<file path="config.mk">
export PLATFORM = sky130hd
export DESIGN_NAME = second_chance_clock_replacement_top_flat
export DESIGN_NICKNAME = d
export VERILOG_FILES = /design/src/hw/rtl/sccr_pkg.sv /design/src/hw/rtl/sccr_req_if.sv /design/src/hw/rtl/sccr_rsp_if.sv /design/src/hw/rtl/sccr_ctrl.sv /design/src/hw/rtl/sccr_dp.sv /design/src/hw/rtl/second_chance_clock_replacement_top.sv /design/src/flat_wrapper.sv
export SDC_FILE = /design/constraint.sdc
export NUM_CORES = 1
export LEC_CHECK = 0
export ABC_AREA = 1
export CORE_UTILIZATION = 57
export CTS_CLUSTER_SIZE = 8
export DETAILED_ROUTE_END_ITERATION = 6
export DONT_BUFFER_PORTS = 1
export MAX_ROUTING_LAYER = met4
export PLACE_DENSITY = 0.86
export SKIP_LAST_GASP = 1
export SYNTH_ARGS = -nofsm -noshare
export SYNTH_HDL_FRONTEND = slang
export SYNTH_SLANG_ARGS = --single-unit
</file>
<file path="constraint.sdc">
create_clock -name clk_i -period 3.15 [get_ports clk_i]
set_input_delay 0.315 -clock clk_i [delete_from_list [all_inputs] [get_ports clk_i]]
set_output_delay 0.315 -clock clk_i [all_outputs]
set_load 0.01 [all_outputs]
</file>
<file path="src/hw/rtl/sccr_pkg.sv">
`default_nettype none
package sccr_pkg;

  localparam int unsigned FRAMES    = 16;
  localparam int unsigned PAGE_BITS = 16;
  localparam int unsigned FRAME_W   = $clog2(FRAMES);
  localparam int unsigned FCNT_W    = $clog2(FRAMES + 1);
  localparam int unsigned SLOT_W    = 4;
  localparam int unsigned PAGE_W    = 16;
  localparam int unsigned COUNT_W   = 32;
  localparam int unsigned CFG_W     = 5;
  localparam int unsigned APB_DW    = 32;
  localparam int unsigned APB_AW    = 3;

  localparam logic [CFG_W-1:0] FRAMES_RESET = CFG_W'(16);

  // Register indexes on the configuration port.
  localparam logic REG_FRAMES_IN_USE = 1'b0;

  typedef enum logic [1:0] {
    ST_IDLE,
    ST_SEARCH,
    ST_SWEEP
  } sccr_state_e;

  typedef enum logic [2:0] {
    CMD_NOP,
    CMD_LOAD,
    CMD_NEXT,
    CMD_HIT,
    CMD_SWEEP_START,
    CMD_SWEEP_STEP,
    CMD_MISS
  } sccr_cmd_e;

  typedef struct packed {
    logic match;
    logic last;
    logic ref_set;
    logic out_free;
  } sccr_status_t;

endpackage
`default_nettype wire

</file>
<file path="src/hw/rtl/sccr_req_if.sv">
`default_nettype none
interface sccr_req_if;
  logic                             valid;
  logic                             ready;
  logic [sccr_pkg::PAGE_W-1:0]      page_number;

  modport source (output valid, output page_number, input ready);
  modport sink   (input valid, input page_number, output ready);
endinterface
`default_nettype wire

</file>
<file path="src/hw/rtl/sccr_rsp_if.sv">
`default_nettype none
interface sccr_rsp_if;
  logic                             valid;
  logic                             ready;
  logic                             is_fault;
  logic                             victim_valid;
  logic [sccr_pkg::PAGE_W-1:0]      victim_page;
  logic [sccr_pkg::SLOT_W-1:0]      frame_slot;
  logic [sccr_pkg::COUNT_W-1:0]     fault_total;

  modport source (output valid, output is_fault, output victim_valid, output victim_page,
                  output frame_slot, output fault_total, input ready);
  modport sink   (input valid, input is_fault, input victim_valid, input victim_page,
                  input frame_slot, input fault_total, output ready);
endinterface
`default_nettype wire

</file>
<file path="src/hw/rtl/sccr_ctrl.sv">
`default_nettype none
module sccr_ctrl (
  input  wire                    clk_i,
  input  wire                    rst_ni,
  input  wire                    in_valid_i,
  output logic                   in_ready_o,
  input  sccr_pkg::sccr_status_t status_i,
  output sccr_pkg::sccr_cmd_e    cmd_o
);

  sccr_pkg::sccr_state_e state_q, state_d;

  always_ff @(posedge clk_i or negedge rst_ni) begin
    if (!rst_ni) begin
      state_q <= sccr_pkg::ST_IDLE;
    end else begin
      state_q <= state_d;
    end
  end

  always_comb begin
    state_d    = state_q;
    cmd_o      = sccr_pkg::CMD_NOP;
    in_ready_o = 1'b0;
    unique case (state_q)
      sccr_pkg::ST_IDLE: begin
        in_ready_o = 1'b1;
        if (in_valid_i) begin
          cmd_o   = sccr_pkg::CMD_LOAD;
          state_d = sccr_pkg::ST_SEARCH;
        end
      end
      sccr_pkg::ST_SEARCH: begin
        // A hit waits in place until the output register can take the result.
        priority if (status_i.match) begin
          if (status_i.out_free) begin
            cmd_o   = sccr_pkg::CMD_HIT;
            state_d = sccr_pkg::ST_IDLE;
          end
        end else if (status_i.last) begin
          cmd_o   = sccr_pkg::CMD_SWEEP_START;
          state_d = sccr_pkg::ST_SWEEP;
        end else begin
          cmd_o = sccr_pkg::CMD_NEXT;
        end
      end
      sccr_pkg::ST_SWEEP: begin
        priority if (status_i.ref_set) begin
          cmd_o = sccr_pkg::CMD_SWEEP_STEP;
        end else if (status_i.out_free) begin
          cmd_o   = sccr_pkg::CMD_MISS;
          state_d = sccr_pkg::ST_IDLE;
        end else begin
          cmd_o = sccr_pkg::CMD_NOP;
        end
      end
      default: begin
        state_d = sccr_pkg::ST_IDLE;
      end
    endcase
  end

endmodule
`default_nettype wire

</file>
<file path="src/hw/rtl/sccr_dp.sv">
`default_nettype none
module sccr_dp (
  input  wire                                 clk_i,
  input  wire                                 rst_ni,
  input  wire  [sccr_pkg::CFG_W-1:0]          frames_in_use_i,
  input  wire  [sccr_pkg::PAGE_W-1:0]         page_number_i,
  input  sccr_pkg::sccr_cmd_e                 cmd_i,
  output sccr_pkg::sccr_status_t              status_o,
  sccr_rsp_if.source                          rsp
);

  logic [sccr_pkg::PAGE_BITS-1:0] frame_page_q [sccr_pkg::FRAMES];
  logic [sccr_pkg::FRAMES-1:0]    valid_q;
  logic [sccr_pkg::FRAMES-1:0]    ref_q;
  logic [sccr_pkg::FRAME_W-1:0]   hand_q;
  logic [sccr_pkg::COUNT_W-1:0]   count_q;
  logic [sccr_pkg::FRAME_W-1:0]   scan_q;
  logic [sccr_pkg::PAGE_BITS-1:0] page_q;

  logic                           out_valid_q;
  logic                           out_valid_d;
  logic                           out_fault_q;
  logic                           out_victim_valid_q;
  logic [sccr_pkg::PAGE_W-1:0]    out_victim_page_q;
  logic [sccr_pkg::SLOT_W-1:0]    out_slot_q;
  logic [sccr_pkg::COUNT_W-1:0]   out_total_q;

  logic [sccr_pkg::FCNT_W-1:0]    active;
  logic [sccr_pkg::FRAME_W-1:0]   last_idx;
  logic [sccr_pkg::FRAME_W-1:0]   scan_next;
  logic [sccr_pkg::FRAME_W-1:0]   sweep_start;
  logic [sccr_pkg::COUNT_W-1:0]   count_inc;
  logic [sccr_pkg::PAGE_BITS-1:0] cur_page;
  logic                           cur_valid;

  // Zero frames act as one, more than built act as all of them.
  always_comb begin
    priority if (frames_in_use_i == '0) begin
      active = sccr_pkg::FCNT_W'(1);
    end else if (sccr_pkg::FCNT_W'(frames_in_use_i) > sccr_pkg::FCNT_W'(sccr_pkg::FRAMES)) begin
      active = sccr_pkg::FCNT_W'(sccr_pkg::FRAMES);
    end else begin
      active = sccr_pkg::FCNT_W'(frames_in_use_i);
    end
  end

  assign last_idx    = sccr_pkg::FRAME_W'(active - sccr_pkg::FCNT_W'(1));
  assign scan_next   = (scan_q == last_idx) ? '0 : scan_q + sccr_pkg::FRAME_W'(1);
  // A hand left beyond a shrunken frame count restarts at frame zero.
  assign sweep_start = (sccr_pkg::FCNT_W'(hand_q) >= active) ? '0 : hand_q;
  assign count_inc   = (count_q == '1) ? count_q : count_q + sccr_pkg::COUNT_W'(1);
  assign cur_page    = frame_page_q[scan_q];
  assign cur_valid   = valid_q[scan_q];

  assign status_o.match    = cur_valid && (cur_page == page_q);
  assign status_o.last     = (scan_q == last_idx);
  assign status_o.ref_set  = ref_q[scan_q];
  assign status_o.out_free = !out_valid_q || rsp.ready;

  // A new result may be loaded in the same cycle as the waiting one is taken.
  always_comb begin
    priority if (cmd_i == sccr_pkg::CMD_HIT || cmd_i == sccr_pkg::CMD_MISS) begin
      out_valid_d = 1'b1;
    end else if (out_valid_q && rsp.ready) begin
      out_valid_d = 1'b0;
    end else begin
      out_valid_d = out_valid_q;
    end
  end

  always_ff @(posedge clk_i or negedge rst_ni) begin
    if (!rst_ni) begin
      valid_q     <= '0;
      ref_q       <= '0;
      hand_q      <= '0;
      count_q     <= '0;
      out_valid_q <= 1'b0;
    end else begin
      out_valid_q <= out_valid_d;
      unique case (cmd_i)
        sccr_pkg::CMD_HIT: begin
          ref_q[scan_q] <= 1'b1;
        end
        sccr_pkg::CMD_SWEEP_STEP: begin
          ref_q[scan_q] <= 1'b0;
        end
        sccr_pkg::CMD_MISS: begin
          valid_q[scan_q] <= 1'b1;
          ref_q[scan_q]   <= 1'b0;
          hand_q          <= scan_next;
          count_q         <= count_inc;
        end
        sccr_pkg::CMD_NOP, sccr_pkg::CMD_LOAD, sccr_pkg::CMD_NEXT,
        sccr_pkg::CMD_SWEEP_START: begin
        end
        default: begin
        end
      endcase
    end
  end

  always_ff @(posedge clk_i) begin
    unique case (cmd_i)
      sccr_pkg::CMD_LOAD: begin
        page_q <= sccr_pkg::PAGE_BITS'(page_number_i);
        scan_q <= '0;
      end
      sccr_pkg::CMD_NEXT: begin
        scan_q <= scan_q + sccr_pkg::FRAME_W'(1);
      end
      sccr_pkg::CMD_SWEEP_START: begin
        scan_q <= sweep_start;
      end
      sccr_pkg::CMD_SWEEP_STEP: begin
        scan_q <= scan_next;
      end
      sccr_pkg::CMD_HIT: begin
        out_fault_q        <= 1'b0;
        out_victim_valid_q <= 1'b0;
        out_victim_page_q  <= '0;
        out_slot_q         <= sccr_pkg::SLOT_W'(scan_q);
        out_total_q        <= count_q;
      end
      sccr_pkg::CMD_MISS: begin
        frame_page_q[scan_q] <= page_q;
        out_fault_q          <= 1'b1;
        out_victim_valid_q   <= cur_valid;
        out_victim_page_q    <= cur_valid ? sccr_pkg::PAGE_W'(cur_page) : '0;
        out_slot_q           <= sccr_pkg::SLOT_W'(scan_q);
        out_total_q          <= count_inc;
      end
      sccr_pkg::CMD_NOP: begin
      end
      default: begin
      end
    endcase
  end

  assign rsp.valid        = out_valid_q;
  assign rsp.is_fault     = out_fault_q;
  assign rsp.victim_valid = out_victim_valid_q;
  assign rsp.victim_page  = out_victim_page_q;
  assign rsp.frame_slot   = out_slot_q;
  assign rsp.fault_total  = out_total_q;

endmodule
`default_nettype wire

</file>
<file path="src/hw/rtl/second_chance_clock_replacement_top.sv">
`default_nettype none
// Second-chance (clock) page replacement over up to 16 frames.
// req_i carries one page reference per item; rsp_o returns exactly one result
// item per reference: fault flag, evicted page if any, the frame now holding
// the page and the saturating fault count. Both use valid/ready handshakes.
// The hit search checks one frame per cycle, up to the active frame count,
// and on a miss the hand then tests one frame per cycle, clearing set
// reference bits, for at most the active frame count plus one frames. The
// frame table is a register file read through a single index, which is why
// frames are tested one at a time. One item is worked on at a time; the next
// is taken as soon as the previous result sits in the output register, even
// if the receiver has not taken it. If the receiver stalls, a finished result
// waits in the block and no new result overwrites it. Reset empties all
// frames, clears reference bits, the hand and the fault count, and sets
// frames_in_use to 16. frames_in_use is written over the APB port at address
// 0; the user must write it only while the block is idle, as the block itself
// does not enforce this.
module second_chance_clock_replacement_top (
  input  wire                               clk_i,
  input  wire                               rst_ni,
  sccr_req_if.sink                          req_i,
  sccr_rsp_if.source                        rsp_o,
  input  wire                               psel,
  input  wire                               penable,
  input  wire                               pwrite,
  input  wire  [sccr_pkg::APB_AW-1:0]       paddr,
  input  wire  [sccr_pkg::APB_DW-1:0]       pwdata,
  output logic [sccr_pkg::APB_DW-1:0]       prdata,
  output logic                              pready
);

  logic [sccr_pkg::CFG_W-1:0] frames_q;
  sccr_pkg::sccr_cmd_e        cmd;
  sccr_pkg::sccr_status_t     status;
  logic                       reg_sel;

  assign reg_sel = (paddr[sccr_pkg::APB_AW-1] == sccr_pkg::REG_FRAMES_IN_USE);
  assign pready  = 1'b1;
  assign prdata  = reg_sel ? sccr_pkg::APB_DW'(frames_q) : '0;

  always_ff @(posedge clk_i or negedge rst_ni) begin
    if (!rst_ni) begin
      frames_q <= sccr_pkg::FRAMES_RESET;
    end else if (psel && penable && pwrite && reg_sel) begin
      frames_q <= pwdata[sccr_pkg::CFG_W-1:0];
    end
  end

  sccr_ctrl u_ctrl (
    .clk_i      (clk_i),
    .rst_ni     (rst_ni),
    .in_valid_i (req_i.valid),
    .in_ready_o (req_i.ready),
    .status_i   (status),
    .cmd_o      (cmd)
  );

  sccr_dp u_dp (
    .clk_i           (clk_i),
    .rst_ni          (rst_ni),
    .frames_in_use_i (frames_q),
    .page_number_i   (req_i.page_number),
    .cmd_i           (cmd),
    .status_o        (status),
    .rsp             (rsp_o)
  );

endmodule
`default_nettype wire
</file>
<file path="src/flat_wrapper.sv">
// flat-port wrapper written by rule: the top's interface ports become plain ports
module second_chance_clock_replacement_top_flat 
  (clk_i, rst_ni, psel, penable, pwrite, paddr, pwdata, prdata, pready, req_i_valid, req_i_page_number, req_i_ready, rsp_o_valid, rsp_o_is_fault, rsp_o_victim_valid, rsp_o_victim_page, rsp_o_frame_slot, rsp_o_fault_total, rsp_o_ready);
  sccr_req_if req_i_i ();
  sccr_rsp_if rsp_o_i ();
  input  wire clk_i;
  input  wire rst_ni;
  input  wire psel;
  input  wire penable;
  input  wire pwrite;
  input  wire  [sccr_pkg::APB_AW-1:0] paddr;
  input  wire  [sccr_pkg::APB_DW-1:0] pwdata;
  output logic [sccr_pkg::APB_DW-1:0] prdata;
  output logic pready;
  input wire logic [$bits(req_i_i.valid)-1:0] req_i_valid;
  input wire logic [$bits(req_i_i.page_number)-1:0] req_i_page_number;
  output wire logic [$bits(req_i_i.ready)-1:0] req_i_ready;
  output wire logic [$bits(rsp_o_i.valid)-1:0] rsp_o_valid;
  output wire logic [$bits(rsp_o_i.is_fault)-1:0] rsp_o_is_fault;
  output wire logic [$bits(rsp_o_i.victim_valid)-1:0] rsp_o_victim_valid;
  output wire logic [$bits(rsp_o_i.victim_page)-1:0] rsp_o_victim_page;
  output wire logic [$bits(rsp_o_i.frame_slot)-1:0] rsp_o_frame_slot;
  output wire logic [$bits(rsp_o_i.fault_total)-1:0] rsp_o_fault_total;
  input wire logic [$bits(rsp_o_i.ready)-1:0] rsp_o_ready;
  assign req_i_i.valid = req_i_valid;
  assign req_i_i.page_number = req_i_page_number;
  assign req_i_ready = req_i_i.ready;
  assign rsp_o_valid = rsp_o_i.valid;
  assign rsp_o_is_fault = rsp_o_i.is_fault;
  assign rsp_o_victim_valid = rsp_o_i.victim_valid;
  assign rsp_o_victim_page = rsp_o_i.victim_page;
  assign rsp_o_frame_slot = rsp_o_i.frame_slot;
  assign rsp_o_fault_total = rsp_o_i.fault_total;
  assign rsp_o_i.ready = rsp_o_ready;
  second_chance_clock_replacement_top u_core (.clk_i(clk_i), .rst_ni(rst_ni), .req_i(req_i_i), .rsp_o(rsp_o_i), .psel(psel), .penable(penable), .pwrite(pwrite), .paddr(paddr), .pwdata(pwdata), .prdata(prdata), .pready(pready));
endmodule
</file>
# --- Word-level counts from Yosys, hierarchy flattened ---
# Memory sizes are Yosys's and may differ from the RTL's. A register that Yosys moved wholly into a read port is not among the register bits.
# Index checks and enable logic that the tools add are counted.
# W data, S select, Z words.
word_totals:
  reg_bits: 150
  mem_bits_rw: 256
  output_inout_bits: 89
  wordCells: 97
  mem_count: 1
mem_list:
  columns: ["name", "words", "width", "read_ports", "rd_clocked_by_memory_dff", "write_ports", "line", "source"]
  rows:
  - ["u_core.u_dp.frame_page_q", 16, 16, 1, 1, 1, "sccr_dp.sv:12", "logic [sccr_pkg::PAGE_BITS-1:0] frame_page_q [sccr_pkg::FRAMES];"]
classes:
  n_addsub: 3
  magnitude_cmp: 4
  eq_ne: 14
  muxes: 38
  bitwise_logic: 5
  reduce_logical: 18
op_table:
  columns: ["operator", "n"]
  rows:
  - ["$pmux W16 S2", 2]
  - ["$pmux W32 S2", 1]
  - ["$add A32 B1 Y32 const B", 1]
  - ["$eq A32 B32 Y1 const B", 1]
  - ["$mux W32", 1]
  - ["$or A16 B16 Y16", 2]
  - ["$and A16 B16 Y16", 1]
  - ["$eq A16 B16 Y1", 1]
  - ["$mux W16", 1]
  - ["$not A16 Y16", 1]
  - ["$pmux W4 S4", 1]
  - ["$mux W5", 3]
  - ["$mux W2", 6]
  - ["$mux W3", 4]
  - ["$mux W4", 3]
  - ["$eq A3 B3 Y1 const B", 3]
  - ["$mux W1", 9]
  - ["$pmux W3 S3", 1]
  - ["$bmux W1 S4", 2]
  - ["$eq A3 B2 Y1 const B", 2]
  - ["$logic_and A1 B1 Y1", 6]
  - ["$pmux W2 S3", 1]
  - ["$reduce_bool A2 Y1", 3]
  - ["$ge A4 B5 Y1", 1]
  - ["other kinds (21)", 25]

# --- Depth between registers and ports, before layout ---
# Gate-level depths: netlist (run 1).
logic_depth:
  depth_word: 11
  mapped_depth: 19
  ltp_nobuf: 16

# --- Modules after synthesis ---
# A second synthesis (run 1) with hierarchy kept.
unflattened:
  cells_unflattened: 1747
  hier_area_um2: 18206.2
modules_own_cells:
  columns: ["mod", "instances", "cells_per_inst", "area_each_um2"]
  rows:
  - ["sccr_dp", 1, 1649, 17550.6]
  - ["second_chance_clock_replacement_top", 1, 65, 478.0]
  - ["sccr_ctrl", 1, 33, 177.7]

# --- Worst setup path before layout (run 1) ---
# Ideal clock, no wire load.
synth_path:
  path_type: "reg2reg"
  startpoint: "reg u_core.u_dp.scan_q[0] (netlist name)"
  endpoint: "reg u_core.u_dp.out_total_q, in the netlist u_core.u_dp.rsp.fault_total[0] (enable)"
  arrival_ns: 2.987
  required_time_ns: 2.742
  setup_slack_ns: -0.245
  path_stages_with_launch: 12
  n_path_buf: 3
  period_less_slack_ns: 3.395
  path_cell_list: "edfxtp_1 buf_6 buf_2 o21ai_0 a21oi_1 or2_2 nor2_4 nand2_4 inv_2 clkbuf_1 nor2_1 inv_1"
synth_between:
  elab_chain_len: 7
synth_lines:
  columns: ["item", "line", "source"]
  rows:
  - ["start, declared", "sccr_dp.sv:17", "logic [sccr_pkg::FRAME_W-1:0] scan_q;"]
  - ["start signal, assigned", "sccr_dp.sv:109", "scan_q <= scan_q + sccr_pkg::FRAME_W'(1);"]
  - ["start signal, assigned", "sccr_dp.sv:112", "scan_q <= sweep_start;"]
  - ["start signal, assigned", "sccr_dp.sv:115", "scan_q <= scan_next;"]
  - ["$bmux W1 S4", "sccr_dp.sv:53", "assign cur_valid = valid_q[scan_q];"]
  - ["$mux W1 (not written as such)", "sccr_dp.sv:53", null]
  - ["$logic_and A1 B1 Y1", "sccr_dp.sv:55", "assign status_o.match = cur_valid && (cur_page == page_q);"]
  - ["$mux W3", "sccr_ctrl.sv:35", "priority if (status_i.match) begin"]
  - ["$pmux W3 S3 (*)", "sccr_ctrl.sv:25", "unique case (state_q)"]
  - ["$eq A3 B2 Y1 / $eq A3 B3 Y1 (equally long branches)", "sccr_dp.sv:103", "unique case (cmd_i)"]
  - ["$reduce_bool A2 Y1 (no line) (*)", null, null]
  - ["end signal, assigned", "sccr_dp.sv:122", "out_total_q <= count_q;"]
  - ["end signal, assigned", "sccr_dp.sv:130", "out_total_q <= count_inc;"]
  - ["end, declared", "sccr_dp.sv:26", "logic [sccr_pkg::COUNT_W-1:0] out_total_q;"]
# Mark *: on every way between the ends. The rest lies on a longest branch, timed or not. The select of a mux whose other input is x is not followed.
# A chain may end at the register's enable or synchronous reset.

==> impl_metrics.csv, run 1 <==
group,metric,value,unit
power_and_ir_drop,total_leakage_power,8.58,nW
synth,synthFlopType,"edfxtp_1",
sta,hold_violations,0,
synth,synthXorXnorAreaFrac,1.73,%
placed_design,io_buffers,0,
power_and_ir_drop,fin_total_pwr,19.4,mW
floorplan,rows,65,
clocking,root_buffer,"clkbuf_16",
synth,syn_area_per_cell,10.5,um2
floorplan,die_x,181,um
placed_design,placed_cell_area,19000,um2
floorplan,dieArea,32600,um2
synth,syn_inst,1732,
global_routing,antenna_found_initial,1,
global_routing,grt_pass1_wl,71700,um
sta,fmax,305,MHz
placed_design,gp_congestion,0.927,
detailed_routing,vias_per_cell,6.11,
run_status,status,"finished, violations left",
detailed_routing,drt-initial-drc-count,2458,
placed_design,place_ws,0.118,ns
placed_design,dp_hpwl,26700,um
synth,ys_seq_area_share,65.3,%
clocking,h-tree-depth,2,
sta,fin_worst_skew,0.0278,ns
sta,tns,-5.70,ns
synth,yosys.area_share.simple,19.6,%
sta,drv_slew,0,
critical_path,rrSetupSlack,-0.13,ns
detailed_routing,ant_nets,0,
power_and_ir_drop,internal_power,12.2,mW
min_path,hold_end,"u_core.u_dp.rsp.valid",
sta,setup_viol,55,
critical_path,crit_fanout,20,
synth,ys_top_cells_by_count,"nand2_1 (363), edfxtp_1 (330), nor2_1 (200)",
detailed_routing,wire_per_inst,22.1,um
sta,maxSlewHeadroom,17.7,%
detailed_routing,drt_pass1_iterations,7,
final_layout,instances_no_fill,2280,
synth,synth_top_family_by_area,"simple AND/OR/NAND/NOR gates",
synth,async_reset_ff_share,18.5,%
synth,yosysWarnings,0,
floorplan,die_h,181,um
run_status,violations,"DRC, setup timing",
synth,yosysMostFrequentCell,"nand2_1",
clocking,cts_tree,"built",
clocking,clk_pin_slew,0.05,ns
detailed_routing,routed_wl,50400,um
sta,fin_hold_ws,0.0488,ns
critical_path,ff2ff_path_depth,18,
clocking,clk_path_buf_depth,3,
critical_path,endpoint_kind,"flip-flop",
clocking,clk-insertion-delay-late,0.59,ns
synth,ys_ff_latch,410,
power_and_ir_drop,p_sw_share,37.3,%
global_routing,grt_max_degree,77,
critical_path,r2r_end,"u_core.u_dp.rsp.victim_page[0]",
floorplan,io-pin-count,147,
synth,synth_mux_area_share,0.0619,%
final_layout,layout.nets,1897,
run,maxCapViolations,0,
sta,worst_slack,-0.126,ns
synth,synth_enable_flop_cells,330,
sta,period_minus_slack,3.28,ns
final_layout,stdcell_area,21200,um2
power_and_ir_drop,seqPwrFrac,36.7,%
global_routing,track_usage,29.5,%
synth,synth_cell_types,46,
floorplan,core,31500,um2
min_path,min_from,"rsp_o_ready",
critical_path,crit_type,"flip-flop to flip-flop",
synth,synth_top_cell_by_area,"edfxtp_1",
detailed_routing,vias,13925,
synth,synthAdderAreaFrac,0.688,%
clocking,cts_sinks,410,
power_and_ir_drop,pwr-share-clk,29.1,%
synth,synth_area_leaders,"edfxtp_1 (54%), dfrtp_1 (10%), nand2_1 (7.5%)",
synth,synthDominantCellAreaShare,54.5,%
power_and_ir_drop,pwr_density_cell,918,nW/um2
min_path,hold_path.class,"input pin to flip-flop",
detailed_routing,drc,1,
global_routing,grt_pass1_vias,13185,
final_layout,syn2layout_area_growth,16.3,%
synth,synth-compound-area-share,4.63,%
synth,netlist_area,18200,um2
sta,worst_pin_slew,1.23,ns
power_and_ir_drop,pwr-share-comb,34.2,%
clocking,numCtsBuffers,57,
critical_path,critPathLaunchType,"flip-flop",
min_path,min_delay_path_depth,3,
critical_path,critPathArrivalTime,3.55,ns
final_layout,post-route-util,67.2,%
global_routing,grt-ovfl-total,0,
power_and_ir_drop,max-vdd-ir-drop,0.550,mV
floorplan,initial_core_util,57.8,%
final_layout,drive_gt1_share,11.1,%
critical_path,timing.critical_path.required,3.43,ns
sta,finalCritPeriodShare,104,%
power_and_ir_drop,switchingPower,7.24,mW
placed_design,dpl.cell_count,2136,
## area by class of cell
cell class | instances | area (um2)
multi-input cells | 1054 | 5040
well taps | 402 | 503
inverters | 197 | 761
flip-flops and latches | 410 | 11900
clock buffers | 104 | 1600
fillers | 1982 | 10300
diodes | 1 | 2.50
repair buffers | 109 | 1330
clock inverters | 3 | 25.0
## layout by cell type, fill, tap and decap left out, drive strengths merged
cell         synthesis  routed
nor3                20      20
dlygate4sd3          0      22
o21ai               77      77
nand3              184     184
nor4                 9       9
or2                 13      13
mux2                 1       1
edfxtp             330     330
ha                  10      10
clkinv               1       2
diode                0       1
clkinvlp             0       2
dfstp                1       1
conb                 2      28
a21oi               56      56
xnor2                8       8
nand3b               2       2
o21a                 1       1
nor3b                2       2
inv                196     196
clkbuf               8     109
a21boi               1       1
dfrtp               75      75
o211ai              20      20
buf                 89      82
dfxtp                4       4
nand4               24      24
nand2              365     365
nor2               204     204
xor2                28      28
a31oi                1       1
## sequential cells by signal (all words and copies together), names as in the netlist, named ones only
signal,flops
u_core.u_dp.count_q,32
u_core.u_dp.scan_q,4
u_core.u_dp.rsp.victim_page,16
u_core.u_ctrl.state_q,2
u_core.u_dp.page_q,16
u_core.u_dp.rsp.is_fault,1
u_core.u_dp.rsp.victim_valid,1
u_core.u_dp.rsp.fault_total,32
u_core.u_dp.hand_q,4
u_core.frames_q,5
u_core.u_dp.valid_q,16
u_core.u_dp.frame_page_q,256
u_core.u_dp.rsp.valid,1
u_core.u_dp.rsp.frame_slot,4
## critical path, cell delays in order, from the launching register on
cell and delay [ns]:
dfxtp_4 0.44, buf_12 0.13, buf_12 0.15, nor2_1 0.08
nor2_1 0.14, o21ai_0 0.21, nand3_1 0.20, nand3_2 0.15
nand2_2 0.14, nand2_1 0.09, nand2_2 0.12, nand2_1 0.08
nor2_2 0.12, nand3_2 0.12, nor3b_1 0.21, nor2_1 0.12
clkinvlp_4 0.12, buf_12 0.15, clkbuf_16 0.19
## timing repair
item	CTS	global route
pin swaps	0	4
hold buffers	23	0
hold endpoints to repair	97	0
setup buffers	0	7
gates resized for setup	1	18
endpoints found under the setup margin	16	69
cloned	0	6
## worst max-delay path by stage
stage                                from                         endpoint  slack, ns  depth (start not counted)
finish                          flip-flop   u_core.u_dp.rsp.victim_page[0]      -0.13                         18
global route                    flip-flop   u_core.u_dp.rsp.victim_page[0]      -0.18                         16
CTS                             flip-flop   u_core.u_dp.rsp.fault_total[7]      0.002                         17
detailed placement              flip-flop  u_core.u_dp.rsp.victim_page[14]       0.12                         17
global placement                flip-flop   u_core.u_dp.rsp.victim_page[1]       0.28                         15
floorplan           u_core.u_dp.scan_q[0]   u_core.u_dp.frame_page_q[0][0]       0.19                         10
## cell families (layout without fill, tap and decap cells)
family,after synthesis,in the layout
adder cells (fa/ha/maj),10,10
multiplexers,1,1
XOR/XNOR,36,36
flip-flops,410,410
other,2,29
AND/OR/NAND/NOR,823,823
AO/OA/AOI/OAI,156,156
buffers and inverters,294,413
## power groups by stage
stage / Sequential [mW] / Combinational [mW] / Clock [mW]
2_1_floorplan: 7.06 / 4.14 / 0
3_3_place_gp: 7.17 / 5.46 / 0
3_5_place_dp: 7.19 / 5.69 / 0
4_1_cts: 7.11 / 5.91 / 5.58
5_1_grt: 7.18 / 7.08 / 5.88
6_report: 7.14 / 6.65 / 5.65
## metal layers
layer,track usage (%),wire length [um],share of wire (%),vias to the layer above
met3,6.53,6470,13,274
li1,-,-,-,5952
met5,-,0,0,-
met4,14.6,2890,5.7,0
met2,45.6,23600,47,1224
met1,36.8,17500,35,6475
No activity file was read; power rests on OpenSTA's default activity.
==> inputs of run 2 (changes only) <==
--- a/config.mk
+++ b/config.mk
@@ -6,8 +6,9 @@
 export NUM_CORES = 1
 export LEC_CHECK = 0
 export ABC_AREA = 1
+export CORE_MARGIN = 3
 export CORE_UTILIZATION = 57
-export CTS_CLUSTER_SIZE = 8
+export CTS_CLUSTER_SIZE = 16
 export DETAILED_ROUTE_END_ITERATION = 6
 export DONT_BUFFER_PORTS = 1
 export MAX_ROUTING_LAYER = met4
==> constraint.sdc (replaced) <==
create_clock -name clk_i -period 3.15 [get_ports clk_i]
set_input_delay 0.4725 -clock clk_i [delete_from_list [all_inputs] [get_ports clk_i]]
set_output_delay 0.4725 -clock clk_i [all_outputs]
set_load 0.01 [all_outputs]
==> run 2 against run 1 <==
Against the previous run: the flow now finishes without violations; flip-flop and latch count unchanged; final area shrank 3.6%; sequential power about the same.
==> impl_metrics.csv, run 2 (synthesis results as in run 1) <==
group,metric,value,unit
placed_design,dpl.cell_count,2114,
detailed_routing,drt_pass1_iterations,7,
critical_path,timing.critical_path.required,3.40,ns
final_layout,layout.nets,1837,
detailed_routing,ant_nets,0,
clocking,root_buffer,"clkbuf_16",
power_and_ir_drop,internal_power,11.7,mW
sta,drv_slew,0,
floorplan,core,31000,um2
floorplan,dieArea,34100,um2
final_layout,layout_common_cells,"nand2_1 (362), edfxtp_1 (330), inv_1 (191), nor2_1 (182), nand3_1 (178)",
min_path,hold_end,"u_core.u_dp.page_q[15]",
final_layout,insertedDiodeCount,0,
detailed_routing,wl_met1,16500,um
critical_path,rrSetupSlack,0.07,ns
sta,period_minus_slack,3.08,ns
power_and_ir_drop,pwr_density_cell,902,nW/um2
power_and_ir_drop,max-vdd-ir-drop,0.604,mV
floorplan,die_x,185,um
sta,hold_violations,0,
min_path,hold_path.class,"input pin to flip-flop",
clocking,cts_sinks,410,
run_status,status,"finished, final reports clean",
run,maxCapViolations,0,
global_routing,grt_pass1_wl,66600,um
power_and_ir_drop,total_leakage_power,8.24,nW
clocking,numCtsBuffers,42,
detailed_routing,drc,0,
critical_path,cp_common_cell,"nand2_1",
global_routing,grt-ovfl-total,0,
sta,worst_pin_slew,1.27,ns
global_routing,grt_max_degree,77,
final_layout,instances_no_fill,2198,
detailed_routing,wire_per_inst,20.1,um
detailed_routing,vias_per_cell,5.91,
sta,maxSlewHeadroom,15.5,%
clocking,clk_path_buf_depth,3,
sta,tns,0,ns
global_routing,track_usage,26.0,%
critical_path,critPathArrivalTime,3.33,ns
power_and_ir_drop,pwr-share-clk,28.1,%
critical_path,worst_path_largest_cell_delay,0.44,ns
power_and_ir_drop,switchingPower,6.65,mW
critical_path,crit_type,"flip-flop to flip-flop",
min_path,min_delay_path_depth,0,
sta,setup_viol,0,
sta,fmax,324,MHz
final_layout,final_common_cell,"nand2_1",
sta,fin_hold_ws,0.0158,ns
final_layout,seq_area,11900,um2
critical_path,critPathLaunchType,"flip-flop",
clocking,cts_tree,"built",
detailed_routing,drt-initial-drc-count,2029,
detailed_routing,met2_length,21000,um
detailed_routing,routed_wl,44200,um
sta,fin_worst_skew,0.0372,ns
critical_path,r2r_end,"u_core.u_dp.rsp.frame_slot[2]",
placed_design,placed_cell_area,18700,um2
floorplan,io-pin-count,147,
final_layout,post-route-util,65.8,%
final_layout,stdcell_area,20400,um2
clocking,clk_pin_slew,0.06,ns
critical_path,worstPathCellList,"inv_8 -> buf_16 -> nor2_1 -> nor2_1 -> o21ai_0 -> nand3_1 -> nand3_1 -> nand2_1 -> nand2_1 -> nand2_1 -> nor2_1 -> nand2_1 -> inv_1 -> nand3_2 -> nor3b_2 -> nor2_2 -> clkinvlp_4 -> clkbuf_16",
global_routing,grt_pass1_vias,12193,
final_layout,nFillCells,2065,
floorplan,rows,64,
floorplan,die_h,185,um
min_path,min_from,"req_i_page_number[15]",
final_layout,drive_gt1_share,10.4,%
placed_design,dp_hpwl,26100,um
detailed_routing,vias,12997,
final_layout,largest_register_ffs,256,
clocking,clk-insertion-delay-late,0.55,ns
final_layout,syn2layout_area_growth,12.0,%
floorplan,initial_core_util,58.7,%
critical_path,ff2ff_path_depth,18,
critical_path,slowest_stage,"dfxtp_4",
critical_path,path_delay_family,"simple AND/OR/NAND/NOR gates",
sta,rsz0062_at_grt,"yes",
placed_design,io_buffers,0,
sta,finalCritPeriodShare,97.8,%
global_routing,antenna_found_initial,0,
critical_path,path_buf_inv,5,
critical_path,crit_fanout,21,
power_and_ir_drop,seqPwrFrac,38.9,%
detailed_routing,route.met3.wl,5180,um
final_layout,regMostFlops,"u_core.u_dp.frame_page_q",
power_and_ir_drop,pwr-share-comb,32.9,%
clocking,h-tree-depth,2,
critical_path,endpoint_kind,"flip-flop",
placed_design,gp_congestion,0.931,
power_and_ir_drop,p_sw_share,36.2,%
final_layout,multi_input_area,5050,um2
detailed_routing,highest_layer,"met4",
==> run 2: power groups by stage <==
stage          Combinational, mW  Sequential, mW  Clock [mW]
6_report                    6.06            7.16        5.18
5_1_grt                     6.59            7.22        5.43
4_1_cts                     5.71            7.14        5.19
3_5_place_dp                5.51            7.23           0
3_3_place_gp                5.32            7.21           0
2_1_floorplan               4.14            7.06           0
==> run 2: cell type report <==
cell class                      count  area share [%]
Clock buffer                       58            5.86
Clock inverter                     19            1.23
Inverter                          197            3.71
Multi-Input combinational cell   1054            24.8
Sequential cell                   410            58.4
Tap cell                          396            2.43
Timing Repair Buffer               64            3.63
==> run 2: how the worst max path moves through the flow <==
stage,from,to,cells after the start
global route,flip-flop,u_core.u_dp.rsp.fault_total[11],18
floorplan,u_core.u_dp.scan_q[0],u_core.u_dp.frame_page_q[0][0],10
CTS,flip-flop,u_core.u_dp.rsp.victim_page[13],15
global placement,u_core.u_dp.scan_q[1],u_core.u_dp.frame_page_q[4][14],10
finish,flip-flop,u_core.u_dp.rsp.frame_slot[2],18
detailed placement,u_core.u_dp.scan_q[0],u_core.u_dp.frame_page_q[4][14],9
==> run 2: what timing repair did <==
item / CTS / global route
endpoints found under the setup margin: 6 / 108
endpoints found under the hold margin: 76 / 0
pin swaps: 0 / 1
resized for setup: 1 / 21
buffers inserted: 0 / 3
gates cloned: 0 / 2
hold buffers: 2 / 0
==> run 2: through the flow <==
| step | setup WS (ns) | power [mW] |
|---|---|---|
| 2_1_floorplan | 0.191 | 11.2 |
| 3_3_place_gp | 0.156 | 12.5 |
| 3_5_place_dp | 0.130 | 12.7 |
| 4_1_cts | 0.0297 | 18.1 |
| 5_1_grt | -0.0387 | 19.2 |
| 6_report | 0.0680 | 18.4 |
==> run 2: per-layer routing <==
| metal | up-vias | global-route usage [%] |
|---|---|---|
| met3 | 152 | 4.93 |
| li1 | 5813 | - |
| met1 | 6084 | 34.5 |
| met2 | 948 | 41.3 |
| met5 | - | - |
| met4 | 0 | 8.28 |
==> run 2: worst register-to-register path: cells and delay by family, from the launching register on <==
kind	cells	cell delay (ns)
AO/OA/AOI/OAI	1	0.11
buffers and inverters	5	0.78
AND/OR/NAND/NOR	12	1.44
flip-flops	1	0.44
==> inputs of run 3 (changes only) <==
--- a/config.mk
+++ b/config.mk
@@ -6,13 +6,15 @@
 export NUM_CORES = 1
 export LEC_CHECK = 0
 export ABC_AREA = 1
+export CELL_PAD_IN_SITES_DETAIL_PLACEMENT = 1
+export CELL_PAD_IN_SITES_GLOBAL_PLACEMENT = 2
 export CORE_MARGIN = 3
-export CORE_UTILIZATION = 57
+export CORE_UTILIZATION = 38
 export CTS_CLUSTER_SIZE = 16
 export DETAILED_ROUTE_END_ITERATION = 6
 export DONT_BUFFER_PORTS = 1
 export MAX_ROUTING_LAYER = met4
-export PLACE_DENSITY = 0.86
+export PLACE_DENSITY = 0.87
 export SKIP_LAST_GASP = 1
 export SYNTH_ARGS = -nofsm -noshare
 export SYNTH_HDL_FRONTEND = slang
==> run 3 against run 2 <==
Against the previous run: the run now ends with setup timing left; clock power shrank 5.4%; register-to-register slack lost 0.099 ns; non-clock buffer count grew 70; flip-flop and latch count is the same; via count is essentially flat; final area grew 5.4%; largest cell class unchanged; hold slack gained 0.036 ns; critical path type unchanged; fmax shrank 3.1%.
==> impl_metrics.csv, run 3 (synthesis results as in run 1) <==
group,metric,value,unit
detailed_routing,routed_wl,54900,um
floorplan,core,47000,um2
sta,fmax,314,MHz
sta,hold_violations,0,
placed_design,gp_congestion,0.805,
global_routing,grt_util_met1,27.0,%
clocking,root_buffer,"clkbuf_16",
floorplan,initial_core_util,38.8,%
critical_path,critPathLaunchType,"flip-flop",
power_and_ir_drop,pwr-share-comb,37.5,%
final_layout,instances_no_fill,2483,
floorplan,die_h,225,um
clocking,numCtsBuffers,44,
critical_path,timing.critical_path.required,3.44,ns
critical_path,crit_fanout,9,
critical_path,ff2ff_path_depth,21,
detailed_routing,vias_per_cell,5.24,
placed_design,dpl.cell_count,2357,
detailed_routing,vias,13002,
critical_path,worst_path_largest_cell_delay,0.36,ns
final_layout,layout_common_cells,"nand2_1 (356), edfxtp_1 (330), inv_1 (190), nor2_1 (179), nand3_1 (166)",
run_status,violations,"setup timing",
global_routing,use_met3,3.56,%
sta,worst_slack,-0.0307,ns
critical_path,slowest_stage,"dfxtp_4",
power_and_ir_drop,total_leakage_power,8.64,nW
global_routing,grt_pass1_vias,13194,
critical_path,worstPathCellList,"buf_4 -> buf_4 -> clkbuf_16 -> nor2_1 -> nor2_1 -> o21ai_0 -> nand3_1 -> nand3_2 -> nand2_4 -> nand2_1 -> nand2_1 -> nor2_2 -> nand2_1 -> inv_1 -> nand3_2 -> nor3b_2 -> buf_4 -> nor2_2 -> clkinvlp_4 -> buf_12 -> buf_12",
global_routing,grt_pass1_wl,77800,um
final_layout,syn2layout_area_growth,18.1,%
critical_path,path_delay_family,"simple AND/OR/NAND/NOR gates",
power_and_ir_drop,switchingPower,7.34,mW
min_path,hold_path.class,"input pin to flip-flop",
clocking,cts_sinks,410,
sta,fin_worst_skew,0.0414,ns
clocking,h-tree-depth,2,
power_and_ir_drop,seqPwrFrac,37.0,%
sta,worst_pin_slew,0.748,ns
placed_design,dp_hpwl,32300,um
final_layout,regMostFlops,"u_core.u_dp.frame_page_q",
sta,period_minus_slack,3.18,ns
critical_path,crit_cells,21,
floorplan,io-pin-count,147,
power_and_ir_drop,pwr-share-clk,25.6,%
final_layout,post-route-util,45.8,%
global_routing,grt_max_degree,77,
final_layout,layout.nets,1911,
power_and_ir_drop,max-vdd-ir-drop,0.477,mV
clocking,cts_tree,"built",
floorplan,die_x,225,um
critical_path,endpoint_kind,"flip-flop",
power_and_ir_drop,p_sw_share,38.3,%
placed_design,place_ws,0.000478,ns
sta,setup_viol,21,
critical_path,path_buf_inv,8,
global_routing,track_usage,20.9,%
power_and_ir_drop,internal_power,11.8,mW
clocking,clk_pin_slew,0.06,ns
placed_design,io_buffers,0,
clocking,clk_path_buf_depth,3,
global_routing,grt.busiest_layer,"met2",
detailed_routing,drt-initial-drc-count,999,
floorplan,dieArea,50600,um2
detailed_routing,drc,0,
detailed_routing,ant_nets,0,
floorplan,rows,79,
global_routing,antenna_found_initial,1,
critical_path,crit_type,"flip-flop to flip-flop",
final_layout,drive_gt1_share,14.0,%
global_routing,grt_use_met2,34.0,%
final_layout,final_common_cell,"nand2_1",
sta,maxSlewHeadroom,49.9,%
detailed_routing,drt_pass1_iterations,5,
sta,drv_slew,0,
critical_path,critPathArrivalTime,3.47,ns
clocking,clk-insertion-delay-late,0.60,ns
min_path,min_delay_path_depth,2,
final_layout,largest_register_ffs,256,
global_routing,grt-ovfl-total,0,
sta,tns,-0.220,ns
power_and_ir_drop,pwr_density_cell,892,nW/um2
detailed_routing,wire_per_inst,22.1,um
sta,finalCritPeriodShare,101,%
run_status,status,"finished, violations left",
run,maxCapViolations,0,
## run 3: cell types whose count changed in the layout (fill, tap and decap cells not counted), sizes merged
cell,before,now
buf,61,108
dlygate4sd3,1,18
clkinv,11,21
bufinv,6,1
clkbuf,60,64
clkinvlp,4,5
diode,0,1
inv,195,194
## run 3: area by class of cell
| class | instances | area, um2 |
|---|---|---|
| diodes | 1 | 2.50 |
| clock buffers | 56 | 1160 |
| clock inverters | 22 | 181 |
| fillers | 5064 | 25500 |
| inverters | 197 | 767 |
| multi-input cells | 1054 | 5130 |
| flip-flops and latches | 410 | 11900 |
| well taps | 607 | 759 |
| repair buffers | 134 | 1570 |
| repair inverters | 2 | 16.3 |
## run 3: metrics by stage
stage	power, mW	instance area [um2]	hold slack (ns)
after floorplan	11.2	18300	0.177
after global placement	13.1	19400	0.180
after global routing	20.2	21500	0.0326
final	19.2	21500	0.0521
after CTS	18.4	20900	0.0182
after detailed placement	13.4	19400	0.179
## run 3: worst paths after layout
path                                   startpoint                             end  slack [ns]
min reg2reg                u_core.u_dp.valid_q[0]          u_core.u_dp.valid_q[0]        0.46
min                                     pwdata[3]              u_core.frames_q[3]        0.05
max in group asynchronous                  rst_ni              u_core.frames_q[4]        2.32
max reg2reg                             flip-flop  u_core.u_dp.rsp.victim_page[2]       -0.03
max                                     flip-flop  u_core.u_dp.rsp.victim_page[2]       -0.03
min in group asynchronous                  rst_ni          u_core.u_dp.count_q[2]        0.50
## run 3: timing repair
item | 4_1_cts | 5_1_grt
gates cloned | 0 | 13
pin swaps | 0 | 11
buffers inserted | 3 | 12
hold buffers | 19 | 0
endpoints found under the hold margin | 93 | 0
endpoints found under the setup margin | 40 | 77
gates resized for setup | 3 | 40
## run 3: per-layer routing
layer / wire (um) / share of wire (%) / vias up
met2: 27200 / 50 / 371
met3: 2900 / 5.3 / 97
met1: 23300 / 42 / 6571
met4: 1530 / 2.8 / 0
li1: - / - / 5963
met5: 0 / 0 / -
## run 3: power groups by stage
| stage | clock network (mW) | registers (mW) | logic [mW] |
|---|---|---|---|
| final | 4.90 | 7.09 | 7.18 |
| after global routing | 5.23 | 7.15 | 7.84 |
| after CTS | 5.00 | 7.12 | 6.30 |
| after detailed placement | 0 | 7.22 | 6.16 |
| after global placement | 0 | 7.19 | 5.95 |
| after floorplan | 0 | 7.06 | 4.14 |
